--- src/rtl/stq_pkg.sv ---
package stq_pkg;

    localparam int MAX_TIMERS = 16;
    localparam int TICK_BITS  = 32;
    localparam int RESULT_CAP = 16;

    localparam int ID_W   = 4;
    localparam int DLY_W  = 32;
    localparam int NT_W   = 32;
    localparam int IDX_W  = (MAX_TIMERS > 1) ? $clog2(MAX_TIMERS) : 1;
    localparam int LEN_W  = $clog2(MAX_TIMERS + 1);
    localparam int CNT_W  = $clog2(RESULT_CAP + 1);
    localparam int CMP_W  = (TICK_BITS > NT_W) ? TICK_BITS : NT_W;
    localparam int CFG_W  = 32;
    localparam int CFGI_W = 2;

    typedef logic [TICK_BITS-1:0] t_tick;
    typedef logic [IDX_W-1:0]     t_idx;
    typedef logic [LEN_W-1:0]     t_len;

    typedef enum logic [1:0] {
        MODE_ADD  = 2'd0,
        MODE_DEL  = 2'd1,
        MODE_TICK = 2'd2,
        MODE_BAD  = 2'd3
    } t_mode;

    typedef enum logic [CFGI_W-1:0] {
        CFG_RUNNING  = 2'd0,
        CFG_TICKLESS = 2'd1,
        CFG_MAX_IDLE = 2'd2
    } t_cfg_idx;

    typedef enum logic [3:0] {
        S_IDLE, S_DISPATCH, S_DEQ, S_WRITE, S_SCAN, S_INSERT,
        S_AFTER, S_CHK, S_FIRE, S_NT, S_EMIT
    } t_state;

    typedef struct packed {
        logic load;
        logic meta_clr;
        logic set_err;
        logic tick_inc;
        logic deq;
        logic arm;
        logic clr_period;
        logic pos_inc;
        logic insert;
        logic fire;
        logic set_last;
        logic last_val;
        logic nt;
    } t_cmd;

    typedef struct packed {
        t_mode mode;
        logic  bad_id;
        logic  queued;
        logic  running;
        logic  full;
        logic  scan_go;
        logic  due;
        logic  cnt_nz;
        logic  head_periodic;
    } t_stat;

    function automatic logic later(t_tick a, t_tick b);
        t_tick d;
        d = a - b;
        return (d != '0) && !d[TICK_BITS-1];
    endfunction

endpackage

--- src/rtl/stq_req_if.sv ---
interface stq_req_if;
    import stq_pkg::*;
    logic             valid;
    logic             ready;
    logic [1:0]       mode;
    logic [ID_W-1:0]  timer_id;
    logic [DLY_W-1:0] delay;
    logic [DLY_W-1:0] period;
    modport source (output valid, mode, timer_id, delay, period, input ready);
    modport sink   (input valid, mode, timer_id, delay, period, output ready);
endinterface

--- src/rtl/stq_rsp_if.sv ---
interface stq_rsp_if;
    import stq_pkg::*;
    logic             valid;
    logic             ready;
    logic             status;
    logic             fired;
    logic [ID_W-1:0]  fired_timer;
    logic             last;
    logic [NT_W-1:0]  next_timeout;
    logic [4:0]       queued_count;
    modport source (output valid, status, fired, fired_timer, last, next_timeout,
                    queued_count, input ready);
    modport sink   (input valid, status, fired, fired_timer, last, next_timeout,
                    queued_count, output ready);
endinterface

--- src/rtl/stq_ctrl.sv ---
module stq_ctrl (
    input  logic            i_clk,
    input  logic            i_rst_n,
    input  logic            i_in_valid,
    output logic            o_in_ready,
    output logic            o_out_valid,
    input  logic            i_out_ready,
    input  stq_pkg::t_stat  i_stat,
    output stq_pkg::t_cmd   o_cmd
);
    import stq_pkg::*;

    t_state r_state, n_state;
    logic   r_more, n_more;

    always_ff @(posedge i_clk) begin
        if (!i_rst_n) begin
            r_state <= S_IDLE;
            r_more  <= 1'b0;
        end else begin
            r_state <= n_state;
            r_more  <= n_more;
        end
    end

    always_comb begin
        n_state     = r_state;
        n_more      = r_more;
        o_cmd       = '0;
        o_in_ready  = 1'b0;
        o_out_valid = 1'b0;
        case (r_state)
            S_IDLE: begin
                o_in_ready = 1'b1;
                if (i_in_valid) begin
                    o_cmd.load = 1'b1;
                    n_state    = S_DISPATCH;
                end
            end
            S_DISPATCH: begin
                o_cmd.meta_clr = 1'b1;
                n_more         = 1'b0;
                if (i_stat.mode == MODE_BAD ||
                    ((i_stat.mode == MODE_ADD || i_stat.mode == MODE_DEL) && i_stat.bad_id)) begin
                    o_cmd.set_err = 1'b1;
                    n_state       = S_NT;
                end else if (i_stat.mode == MODE_TICK) begin
                    if (i_stat.running) begin
                        o_cmd.tick_inc = 1'b1;
                        n_state        = S_CHK;
                    end else begin
                        n_state = S_NT;
                    end
                end else if (i_stat.queued) begin
                    n_state = S_DEQ;
                end else begin
                    n_state = S_WRITE;
                end
            end
            S_DEQ: begin
                o_cmd.deq = 1'b1;
                n_state   = S_WRITE;
            end
            S_WRITE: begin
                if (i_stat.mode == MODE_ADD) begin
                    o_cmd.arm = 1'b1;
                    n_state   = S_SCAN;
                end else begin
                    o_cmd.clr_period = 1'b1;
                    n_state          = S_NT;
                end
            end
            S_SCAN: begin
                if (i_stat.full) begin
                    n_state = S_AFTER;
                end else if (i_stat.scan_go) begin
                    o_cmd.pos_inc = 1'b1;
                end else begin
                    n_state = S_INSERT;
                end
            end
            S_INSERT: begin
                o_cmd.insert = 1'b1;
                n_state      = S_AFTER;
            end
            S_AFTER: begin
                n_state = (i_stat.mode == MODE_TICK) ? S_CHK : S_NT;
            end
            S_CHK: begin
                if (!i_stat.cnt_nz) begin
                    n_state = i_stat.due ? S_FIRE : S_NT;
                end else begin
                    o_cmd.set_last = 1'b1;
                    o_cmd.last_val = !i_stat.due;
                    n_more         = i_stat.due;
                    n_state        = S_NT;
                end
            end
            S_FIRE: begin
                o_cmd.fire = 1'b1;
                n_more     = 1'b0;
                n_state    = i_stat.head_periodic ? S_SCAN : S_CHK;
            end
            S_NT: begin
                o_cmd.nt = 1'b1;
                n_state  = S_EMIT;
            end
            S_EMIT: begin
                o_out_valid = 1'b1;
                if (i_out_ready) begin
                    n_state = r_more ? S_FIRE : S_IDLE;
                end
            end
            default: n_state = S_IDLE;
        endcase
    end

endmodule

--- src/rtl/stq_dp.sv ---
module stq_dp (
    input  logic                       i_clk,
    input  logic                       i_rst_n,
    input  stq_pkg::t_cmd              i_cmd,
    output stq_pkg::t_stat             o_stat,
    input  logic                       i_cfg_we,
    input  logic [stq_pkg::CFGI_W-1:0] i_cfg_idx,
    input  logic [stq_pkg::CFG_W-1:0]  i_cfg_data,
    input  logic [1:0]                 i_mode,
    input  logic [stq_pkg::ID_W-1:0]   i_timer_id,
    input  logic [stq_pkg::DLY_W-1:0]  i_delay,
    input  logic [stq_pkg::DLY_W-1:0]  i_period,
    output logic                       o_status,
    output logic                       o_fired,
    output logic [stq_pkg::ID_W-1:0]   o_fired_timer,
    output logic                       o_last,
    output logic [stq_pkg::NT_W-1:0]   o_next_timeout,
    output logic [4:0]                 o_queued_count
);
    import stq_pkg::*;

    logic                r_running, r_tickless;
    logic [NT_W-1:0]     r_max_idle;
    t_tick               r_tick;
    t_len                r_len;
    logic [MAX_TIMERS-1:0] r_queued;
    logic [CNT_W-1:0]    r_cnt;
    t_len                r_pos;

    t_tick               r_exp [MAX_TIMERS];
    logic [DLY_W-1:0]    r_per [MAX_TIMERS];
    t_idx                r_ord [MAX_TIMERS];

    t_mode               r_mode;
    logic [DLY_W-1:0]    r_delay, r_period;
    logic                r_bad_id;
    t_idx                r_slot;
    t_tick               r_ins_exp;

    logic                r_status, r_fired, r_last;
    logic [NT_W-1:0]     r_nt;

    t_tick               head_exp;
    logic [DLY_W-1:0]    head_per;
    t_tick               scan_exp;
    t_idx                found_idx;
    t_idx                deq_idx;
    t_tick               rearm_exp;
    t_tick               rem;
    logic [NT_W-1:0]     nt_val;

    always_comb begin
        found_idx = '0;
        for (int k = MAX_TIMERS - 1; k >= 0; k--) begin
            if (LEN_W'(k) < r_len && r_ord[k] == r_slot) begin
                found_idx = IDX_W'(k);
            end
        end
    end

    assign head_exp  = r_exp[r_ord[0]];
    assign head_per  = r_per[r_ord[0]];
    assign scan_exp  = r_exp[r_ord[r_pos[IDX_W-1:0]]];
    assign deq_idx   = i_cmd.fire ? '0 : found_idx;
    assign rearm_exp = r_tick + TICK_BITS'(head_per);

    always_comb begin
        rem = TICK_BITS'(0);
        if (r_len != '0 && later(head_exp, r_tick)) begin
            rem = head_exp - r_tick;
        end
        if (!r_tickless || r_len == '0 || CMP_W'(rem) > CMP_W'(r_max_idle)) begin
            nt_val = r_max_idle;
        end else begin
            nt_val = NT_W'(rem);
        end
    end

    always_ff @(posedge i_clk) begin
        if (!i_rst_n) begin
            r_running  <= 1'b0;
            r_tickless <= 1'b0;
            r_max_idle <= '1;
        end else if (i_cfg_we) begin
            case (t_cfg_idx'(i_cfg_idx))
                CFG_RUNNING:  r_running  <= i_cfg_data[0];
                CFG_TICKLESS: r_tickless <= i_cfg_data[0];
                CFG_MAX_IDLE: r_max_idle <= NT_W'(i_cfg_data);
                default: ;
            endcase
        end
    end

    always_ff @(posedge i_clk) begin
        if (!i_rst_n) begin
            r_tick   <= '0;
            r_len    <= '0;
            r_queued <= '0;
            r_cnt    <= '0;
            r_pos    <= '0;
        end else begin
            if (i_cmd.tick_inc) begin
                r_tick <= r_tick + TICK_BITS'(1);
                r_cnt  <= '0;
            end
            if (i_cmd.arm || (i_cmd.fire && head_per != '0)) begin
                r_pos <= '0;
            end else if (i_cmd.pos_inc) begin
                r_pos <= r_pos + LEN_W'(1);
            end
            if (i_cmd.deq || i_cmd.fire) begin
                r_len <= r_len - LEN_W'(1);
                if (i_cmd.fire) begin
                    r_queued[r_ord[0]] <= 1'b0;
                    r_cnt              <= r_cnt + CNT_W'(1);
                end else begin
                    r_queued[r_slot] <= 1'b0;
                end
            end
            if (i_cmd.insert) begin
                r_len            <= r_len + LEN_W'(1);
                r_queued[r_slot] <= 1'b1;
            end
        end
    end

    always_ff @(posedge i_clk) begin
        if (i_cmd.load) begin
            r_mode   <= t_mode'(i_mode);
            r_delay  <= i_delay;
            r_period <= i_period;
            r_bad_id <= (int'(i_timer_id) >= MAX_TIMERS);
            r_slot   <= IDX_W'(i_timer_id);
        end
        if (i_cmd.meta_clr) begin
            r_status <= 1'b0;
            r_fired  <= 1'b0;
            r_last   <= 1'b1;
        end
        if (i_cmd.set_err) begin
            r_status <= 1'b1;
        end
        if (i_cmd.set_last) begin
            r_last <= i_cmd.last_val;
        end
        if (i_cmd.nt) begin
            r_nt <= nt_val;
        end
        if (i_cmd.deq || i_cmd.fire) begin
            for (int k = 0; k < MAX_TIMERS - 1; k++) begin
                if (IDX_W'(k) >= deq_idx) begin
                    r_ord[k] <= r_ord[k+1];
                end
            end
        end
        if (i_cmd.arm) begin
            r_exp[r_slot] <= r_tick + TICK_BITS'(r_delay);
            r_per[r_slot] <= r_period;
            r_ins_exp     <= r_tick + TICK_BITS'(r_delay);
        end
        if (i_cmd.clr_period) begin
            r_per[r_slot] <= '0;
        end
        if (i_cmd.fire) begin
            r_slot  <= r_ord[0];
            r_fired <= 1'b1;
            r_last  <= 1'b0;
            if (head_per != '0) begin
                r_exp[r_ord[0]] <= rearm_exp;
                r_ins_exp       <= rearm_exp;
            end
        end
        if (i_cmd.insert) begin
            for (int k = 1; k < MAX_TIMERS; k++) begin
                if (LEN_W'(k) > r_pos) begin
                    r_ord[k] <= r_ord[k-1];
                end
            end
            r_ord[r_pos[IDX_W-1:0]] <= r_slot;
        end
    end

    always_comb begin
        o_stat.mode          = r_mode;
        o_stat.bad_id        = r_bad_id;
        o_stat.queued        = r_queued[r_slot];
        o_stat.running       = r_running;
        o_stat.full          = (r_len >= LEN_W'(MAX_TIMERS));
        o_stat.scan_go       = (r_pos < r_len) && !later(scan_exp, r_ins_exp);
        o_stat.due           = (int'(r_cnt) < RESULT_CAP) && (r_len != '0)
                               && !later(head_exp, r_tick);
        o_stat.cnt_nz        = (r_cnt != '0);
        o_stat.head_periodic = (head_per != '0);
    end

    assign o_status       = r_status;
    assign o_fired        = r_fired;
    assign o_fired_timer  = r_fired ? ID_W'(r_slot) : '0;
    assign o_last         = r_last;
    assign o_next_timeout = r_nt;
    assign o_queued_count = 5'(r_len);

    a_len_count: assert property (@(posedge i_clk) disable iff (!i_rst_n)
        $countones(r_queued) == int'(r_len))
        else $error("queued bits disagree with queue length");
    a_len_max: assert property (@(posedge i_clk) disable iff (!i_rst_n)
        int'(r_len) <= MAX_TIMERS)
        else $error("queue length overflow");
    a_cnt_cap: assert property (@(posedge i_clk) disable iff (!i_rst_n)
        int'(r_cnt) <= RESULT_CAP)
        else $error("fire count beyond cap");

endmodule

--- src/rtl/software_timer_queue_top.sv ---
// Sorted software timer queue.
// i_req (valid/ready) carries one request: mode add, delete or tick, with
// timer_id, delay and period. o_rsp (valid/ready) returns results; each
// add, delete, invalid request or idle tick gives one result, a tick that
// expires timers gives one result per expired timer with last on the final.
// i_cfg_we/i_cfg_idx/i_cfg_data write kernel_running, tickless_enable and
// max_idle_ticks; write only while no transaction is in progress.
// One item is in work at a time; i_req.ready is high only when idle.
// An add finds its place by an insertion scan, one queue entry per cycle;
// an add or delete of a slot that is already queued first takes it out.
// A tick that expires timers emits one result per timer, each after the
// previous is taken; a periodic one is rearmed and reinserted by the scan.
// Reset (synchronous, active low) empties the queue, zeroes the tick count
// and restores the registers to stopped, tickless off, idle limit all ones.
// When o_rsp is stalled the result holds and the block waits.
module software_timer_queue_top (
    input  logic                       i_clk,
    input  logic                       i_rst_n,
    stq_req_if.sink                    i_req,
    stq_rsp_if.source                  o_rsp,
    input  logic                       i_cfg_we,
    input  logic [stq_pkg::CFGI_W-1:0] i_cfg_idx,
    input  logic [stq_pkg::CFG_W-1:0]  i_cfg_data
);
    import stq_pkg::*;

    t_cmd  cmd;
    t_stat stat;

    stq_ctrl u_ctrl (
        .i_clk       (i_clk),
        .i_rst_n     (i_rst_n),
        .i_in_valid  (i_req.valid),
        .o_in_ready  (i_req.ready),
        .o_out_valid (o_rsp.valid),
        .i_out_ready (o_rsp.ready),
        .i_stat      (stat),
        .o_cmd       (cmd)
    );

    stq_dp u_dp (
        .i_clk          (i_clk),
        .i_rst_n        (i_rst_n),
        .i_cmd          (cmd),
        .o_stat         (stat),
        .i_cfg_we       (i_cfg_we),
        .i_cfg_idx      (i_cfg_idx),
        .i_cfg_data     (i_cfg_data),
        .i_mode         (i_req.mode),
        .i_timer_id     (i_req.timer_id),
        .i_delay        (i_req.delay),
        .i_period       (i_req.period),
        .o_status       (o_rsp.status),
        .o_fired        (o_rsp.fired),
        .o_fired_timer  (o_rsp.fired_timer),
        .o_last         (o_rsp.last),
        .o_next_timeout (o_rsp.next_timeout),
        .o_queued_count (o_rsp.queued_count)
    );

endmodule

--- src/flat_wrapper.sv ---
// flat-port wrapper written by rule: the top's interface ports become plain ports
module software_timer_queue_top_flat import stq_pkg::*;
  (i_clk, i_rst_n, i_cfg_we, i_cfg_idx, i_cfg_data, i_req_valid, i_req_mode, i_req_timer_id, i_req_delay, i_req_period, i_req_ready, o_rsp_valid, o_rsp_status, o_rsp_fired, o_rsp_fired_timer, o_rsp_last, o_rsp_next_timeout, o_rsp_queued_count, o_rsp_ready);
  stq_req_if i_req_i ();
  stq_rsp_if o_rsp_i ();
  input  logic i_clk;
  input  logic i_rst_n;
  input  logic i_cfg_we;
  input  logic [stq_pkg::CFGI_W-1:0] i_cfg_idx;
  input  logic [stq_pkg::CFG_W-1:0] i_cfg_data;
  input wire logic [$bits(i_req_i.valid)-1:0] i_req_valid;
  input wire logic [$bits(i_req_i.mode)-1:0] i_req_mode;
  input wire logic [$bits(i_req_i.timer_id)-1:0] i_req_timer_id;
  input wire logic [$bits(i_req_i.delay)-1:0] i_req_delay;
  input wire logic [$bits(i_req_i.period)-1:0] i_req_period;
  output wire logic [$bits(i_req_i.ready)-1:0] i_req_ready;
  output wire logic [$bits(o_rsp_i.valid)-1:0] o_rsp_valid;
  output wire logic [$bits(o_rsp_i.status)-1:0] o_rsp_status;
  output wire logic [$bits(o_rsp_i.fired)-1:0] o_rsp_fired;
  output wire logic [$bits(o_rsp_i.fired_timer)-1:0] o_rsp_fired_timer;
  output wire logic [$bits(o_rsp_i.last)-1:0] o_rsp_last;
  output wire logic [$bits(o_rsp_i.next_timeout)-1:0] o_rsp_next_timeout;
  output wire logic [$bits(o_rsp_i.queued_count)-1:0] o_rsp_queued_count;
  input wire logic [$bits(o_rsp_i.ready)-1:0] o_rsp_ready;
  assign i_req_i.valid = i_req_valid;
  assign i_req_i.mode = i_req_mode;
  assign i_req_i.timer_id = i_req_timer_id;
  assign i_req_i.delay = i_req_delay;
  assign i_req_i.period = i_req_period;
  assign i_req_ready = i_req_i.ready;
  assign o_rsp_valid = o_rsp_i.valid;
  assign o_rsp_status = o_rsp_i.status;
  assign o_rsp_fired = o_rsp_i.fired;
  assign o_rsp_fired_timer = o_rsp_i.fired_timer;
  assign o_rsp_last = o_rsp_i.last;
  assign o_rsp_next_timeout = o_rsp_i.next_timeout;
  assign o_rsp_queued_count = o_rsp_i.queued_count;
  assign o_rsp_i.ready = o_rsp_ready;
  software_timer_queue_top u_core (.i_clk(i_clk), .i_rst_n(i_rst_n), .i_req(i_req_i), .o_rsp(o_rsp_i), .i_cfg_we(i_cfg_we), .i_cfg_idx(i_cfg_idx), .i_cfg_data(i_cfg_data));
endmodule
--- config.mk ---
export PLATFORM = sky130hd
export DESIGN_NAME = software_timer_queue_top_flat
export DESIGN_NICKNAME = d
export VERILOG_FILES = /design/src/rtl/stq_pkg.sv /design/src/rtl/stq_req_if.sv /design/src/rtl/stq_rsp_if.sv /design/src/rtl/stq_ctrl.sv /design/src/rtl/stq_dp.sv /design/src/rtl/software_timer_queue_top.sv /design/src/flat_wrapper.sv
export SDC_FILE = /design/constraint.sdc
export NUM_CORES = 2
export LEC_CHECK = 0
export ABC_AREA = 0
export BUFFER_PORTS_ARGS = -buffer_cell sky130_fd_sc_hd__buf_2
export CAP_MARGIN = 0
export CORE_UTILIZATION = 40
export DETAILED_ROUTE_END_ITERATION = 10
export GPL_TIMING_DRIVEN = 0
export PLACE_DENSITY = 0.56
export SYNTH_ARGS = -nofsm -noshare
export SYNTH_HDL_FRONTEND = slang
export SYNTH_SLANG_ARGS = --single-unit
--- constraint.sdc ---
create_clock -name i_clk -period 9.3 [get_ports i_clk]
set_input_delay 0.465 -clock i_clk [delete_from_list [all_inputs] [get_ports i_clk]]
set_output_delay 0.465 -clock i_clk [all_outputs]
set_load 0.02 [all_outputs]
* Yosys cells after proc, flatten, opt, wreduce, memory -nomap -nowiden
Memory sizes are Yosys's and may differ from the RTL's. A register that Yosys moved wholly into a read port is not among the register bits. Index checks and enable logic that the tools add are counted.
Storage, ports and cells: logic and storage cells 399, memories kept 3, input port bits 109, output and inout port bits 46, RAM bits 1088, bits in registers 239
Memories:
- u_core.u_dp.r_exp | words 16, width 32, rd ports 2, clocked after Yosys merged registers in 0, write ports 1, line stq_dp.sv:30 | t_tick r_exp [MAX_TIMERS];
- u_core.u_dp.r_per | words 16, width 32, rd ports 1, clocked after Yosys merged registers in 0, write ports 1, line stq_dp.sv:31 | logic [DLY_W-1:0] r_per [MAX_TIMERS];
- u_core.u_dp.r_ord | words 16, width 4, rd ports 17, clocked after Yosys merged registers in 1, write ports 16, line stq_dp.sv:32 | t_idx r_ord [MAX_TIMERS];
Cells by class: muxes and demuxes 202, reductions and logical operators 57, add/subtract/negate cells 9, bitwise logic cells 21, $lt $le $gt $ge 54, equality and inequality tests 34
Operators with widths (number):
- $mux 32 | 7
- $mux 4 | 49
- $mux 1 | 127
- $reduce_bool 32->1 | 3
- $add 32x32->32 | 2
- $eq 4x4->1 | 16
- $mux 16 | 4
- $sub 32x32->32 | 2
- $pmux 4 s11 | 1
- $gt 4x5->1 const A | 8
- $lt 4x5->1 const A | 8
- $add 32x1->32 const B | 1
- $and 16x16->16 | 2
- $gt 32x32->1 | 1
- $not 16->16 | 2
- $reduce_or 32->1 | 1
- $ge 4x4->1 const A | 7
- $logic_and 1x1->1 | 25
- $mux 5 | 5
- $gt 3x5->1 const A | 4
- $lt 3x5->1 const A | 4
- $eq 4x3->1 const B | 4
- $ge 3x4->1 const A | 4
- $or 16x16->16 | 1
- other kinds (38) | 89

* Logic depth before layout (Yosys ltp)
An unclocked memory read counts as a cell.
word-level depth 25, depth in mapped cells 36, gate-level depth less buffers 28

* Hierarchy
Synthesis repeated with hierarchy kept, for this count alone.
Second synthesis, totals: cell total of the unflattened synthesis 5716, area total of the unflattened synthesis 71597.4 µm²
Modules (own cells, without submodules):
- stq_dp | times used 1, cells an instance 5641, area each 70990.6 µm², sequential area each 38456.9 µm²
- stq_ctrl | times used 1, cells an instance 75, area each 606.8 µm², sequential area each 100.1 µm²

* Worst setup path before layout
OpenSTA, ideal clock, no wires.
kind reg-to-reg, start mem u_core.u_dp.r_ord[0][0] (netlist name), end reg u_core.u_dp.r_nt[26] (netlist: u_core.u_dp.o_next_timeout[26]) (data pin), stages on the path, launching flop included 36, slack 0.919 ns, library setup time 0.260 ns, arrival 8.122 ns, cells stage by stage edfxtp_1 buf_2 buf_6 buf_6 buf_2 buf_1 buf_1 mux4_2 mux4_2 ha_1 clkbuf_1 a21o_1 a211oi_1 inv_1 nor4b_1 o31ai_1 xnor2_1 nand4_1 nor4b_1 nand4_1 nand2b_1 buf_2 buf_2 nor2_1 ha_1 nor2b_1 o21a_1 o21a_1 o21a_1 o21a_1 o21ai_0 a21oi_1 o21ai_0 a41oi_1 clkbuf_1 mux2_2
RTL lines:
- start, declared | line stq_dp.sv:32
- end signal, assigned | line stq_dp.sv:147 | r_nt <= nt_val;
- end, declared | line stq_dp.sv:41 | logic [NT_W-1:0] r_nt;

==> impl_metrics.yaml <==
floorplan:
  ios: 155
  fp.dieW_um: 409
  start_util_pct: 40.3
  rows: 149
  core_um2: 165000
  fp.dieH_um: 409
  die-area_um2: 167000
min_path:
  hp-start: "i_cfg_idx[1]"
  worstHoldPathCells: 4
  hold_class: "input pin to register"
  hold_path_end: "u_core.u_dp.r_running"
logic_synthesis:
  ys_ff_latch: 1331
  ys_warn_count: 0
  synth.avg_cell_area_um2: 14.5
  synth.most_common_cell: "edfxtp_1"
  synth_compound_area_share_pct: 7.93
  yosysTopAreaCellShare_pct: 53.9
  synthTopCellsByArea: "edfxtp_1 54%, mux4_2 16%, dfxtp_1 4.3%"
  ys.flop_type: "edfxtp_1"
  syn_inst: 4585
  yosysUniqueCellTypes: 90
  yosys.area_share.adder_pct: 3.33
  synthMuxAreaShare_pct: 17.4
  synth_simple_gate_area_share_pct: 8.54
  syn_nets: 4868
  synth_top_family_by_area: "multiplexers"
  synth_xor_area_share_pct: 2.23
  yosys.area.top_type: "edfxtp_1"
  netlist_area_um2: 66300
  synth-seq-area-share_pct: 58.2
  synth-edff-count: 1190
  yosys-top-cells-count: "1,190 x edfxtp_1, 466 x mux4_2, 398 x nand2_1"
  async_flop_share_pct: 0
drt:
  vias: 44600
  drt_iter0_drc: 5300
  drc: 0
  wl_mm: 224
  antenna_left: 0
  wl_per_cell_um: 30.5
  viasPerCell: 6.07
  drt_first_pass_iters: 6
timing:
  relSlewSlack_pct: -1.60
  fin_crit_ns: 8.97
  fin_tns_setup_ns: 0
  tightest_slew_ns: 1.52
  hold_slack_ns: 0.0580
  skew_ns: 0.0326
  period_share_pct: 96.4
  layout_setup_ws_ns: 0.333
  rsz0062_at_grt: "false"
  drv_slew: 11
  hold_viol: 0
  setup_violations: 0
  max_freq_mhz: 112
cts:
  clk-insertion-delay-late_ns: 0.81
  tritoncts: "done"
  root_buffer: "clkbuf_16"
  cts_inserted_buffers: 145
  clkSinkCount: 1331
  htree_levels: 4
  clockBufferDepth: 3
  clk_pin_slew_ns: 0.06
final_layout:
  post-route-cell-area_um2: 76800
  drive_above_1_share_pct: 21.0
  fillCellCount: 14300
  register_area_um2: 38600
  multiInputGateArea_um2: 26400
  layout.nets: 5315
  syn_to_final_growth_pct: 15.9
power:
  power_mw: 24.2
  p_leak_nw: 26.2
  peakVddDrop_mv: 0.195
  power_density_nw_per_um2: 315
worst_setup_path:
  critPathMaxFanout: 10
  slowest_delay_ns: 0.73
  r2r.worst_path.cells: 30
  slowest_stage: "or4b_2"
  start_kind: "register"
  endpoint_kind: "register"
  r2r_slack_ns: 0.33
  timing.rr.start: "u_core.u_dp.r_ord[0][0]"
  crit_type: "register to register"
  crit_arrival_ns: 9.51
  r2r_end: "u_core.u_dp.o_next_timeout[28]"
  cp.required_ns: 9.85
status:
  violations: "capacitance limit, slew limit"
  outcome: "finished, violations left"
global_routing:
  overflow: 0
  grt_busiest_layer: "met2"
  globalRouteMet2Util_pct: 41.1
  met3_usage_pct: 4.82
  grt_pass1_wl_mm: 316
  antenna_found_initial: 6
  grt_pass1_vias: 43200
  grt_max_degree: 48
  track_usage_pct: 26.5
  use_met1_pct: 36.4
placement:
  dp_hpwl_mm: 158
  gp_congestion: 0.955
  dpl_cell_area_um2: 70800
  port-buffer-count: 153
  place_ws_ns: -3.40
flow_run:
  maxCapViolCount: 1
[kinds of logic after synthesis]
| kind of cell | after synthesis |
|---|---|
| AO/OA/AOI/OAI | 796 |
| multiplexers | 563 |
| XOR/XNOR | 169 |
| flip-flops | 1331 |
| other | 1 |
| AND/OR/NAND/NOR | 1151 |
| adder cells (fa/ha/maj) | 174 |
| buffers and inverters | 400 |
[sequential cells by signal, indices dropped and copies added, names as in the netlist, named ones only]
signal,cells
u_core.u_dp.r_exp,512
u_core.u_dp.o_next_timeout,32
u_core.u_dp.r_ins_exp,32
u_core.u_dp.r_per,512
u_core.u_dp.o_last,1
u_core.u_dp.r_tickless,1
u_core.u_dp.o_fired,1
u_core.u_dp.r_slot,4
u_core.u_dp.r_delay,32
u_core.u_ctrl.r_more,1
u_core.u_dp.r_period,32
u_core.u_dp.o_queued_count,5
u_core.u_dp.r_cnt,5
u_core.u_dp.o_status,1
u_core.u_dp.r_max_idle,32
u_core.u_dp.r_mode,2
u_core.u_ctrl.r_state,4
u_core.u_dp.r_queued,16
u_core.u_dp.r_tick,32
u_core.u_dp.r_ord,64
u_core.u_dp.r_running,1
u_core.u_dp.r_pos,5
[placed cells by master, fill, tap and decap left out, drive strengths merged, types with 12 or more instances in the layout]
cell type,Yosys,routed
o211ai,61,61
nand4,48,48
o221ai,18,18
nand3,67,67
a221o,14,14
edfxtp,1190,1190
o21a,37,37
o2111ai,13,13
mux2i,72,72
and2,110,110
nor2b,88,88
inv,151,159
a31oi,48,48
nor2,211,211
or3,21,21
a21o,69,69
mux4,466,466
nand2,398,398
ha,170,170
nor3,58,58
dlygate4sd3,0,102
o31ai,28,28
and3,25,25
xnor2,123,123
nor4,22,22
xor2,46,46
dfxtp,141,141
a211oi,45,45
or2,12,12
mux2,25,25
a21oi,154,154
buf,78,284
o21ai,200,200
a21boi,12,12
nand2b,35,35
clkinv,0,53
clkbuf,171,347
[through the flow]
| step | utilization, % | instances |
|---|---|---|
| global route | 46.6 | 7338 |
| detailed placement | 43.0 | 6968 |
| CTS | 46.5 | 7329 |
| global placement | 42.4 | 6927 |
| floorplan | - | 4585 |
| finish | 46.7 | 7340 |
[where the power goes]
part	internal (mW)	switching, mW	total (mW)
sequential	7.62	0.367	7.99
combinational	3.75	6.67	10.4
clock	3.22	2.51	5.74
[worst max path at each step]
stage | start | depth (start not counted) | slack (ns) | to
6_report | u_core.u_dp.r_ord[0][0] | 30 | 0.33 | u_core.u_dp.o_next_timeout[28]
5_1_grt | u_core.u_dp.r_ord[0][0] | 33 | 0.03 | u_core.u_dp.o_next_timeout[26]
4_1_cts | u_core.u_dp.r_ord[0][0] | 33 | 0.006 | u_core.u_dp.o_next_timeout[28]
3_5_place_dp | u_core.u_dp.r_ord[0][1] | 34 | -3.40 | u_core.u_dp.o_next_timeout[28]
3_3_place_gp | u_core.u_dp.r_ord[0][0] | 34 | -3.51 | u_core.u_dp.o_next_timeout[28]
2_1_floorplan | u_core.u_dp.r_ord[0][0] | 35 | 0.92 | u_core.u_dp.o_next_timeout[26]
[per-layer routing]
metal	routed length (µm)	vias up	part of all wire, %
met5	0	-	0
met1	93200	23100	42
met2	103000	2029	46
met4	9960	0	4.4
met3	17800	398	8.0
li1	-	19000	-
[timing repair]
action,in CTS,in global routing
gates resized for setup,73,66
endpoints found under the setup margin,33,37
buffers inserted,2,8
hold endpoints to repair,104,0
pin swaps,2,3
hold buffers,102,0
[layout make-up]
type | count | share of cell area (%)
antenna | 3 | 0.00978
sequential | 1331 | 50.2
multi-input combinational | 2854 | 34.3
inverter | 151 | 0.738
clock inverter | 73 | 0.963
buffer | 243 | 1.57
tap | 2189 | 3.57
clock buffer | 190 | 5.10
timing repair buffer | 306 | 3.49
[critical path: cells and delay by family (launching register included)]
kind / cells / cell delay, ns
AOI/OAI and AO/OA: 8 / 1.74
adders and majority gates: 2 / 0.70
buffers and inverters: 8 / 1.90
DFF: 1 / 0.33
muxes: 3 / 1.50
and+or+nand+nor: 9 / 2.48
(Power assumes the default switching activity.)
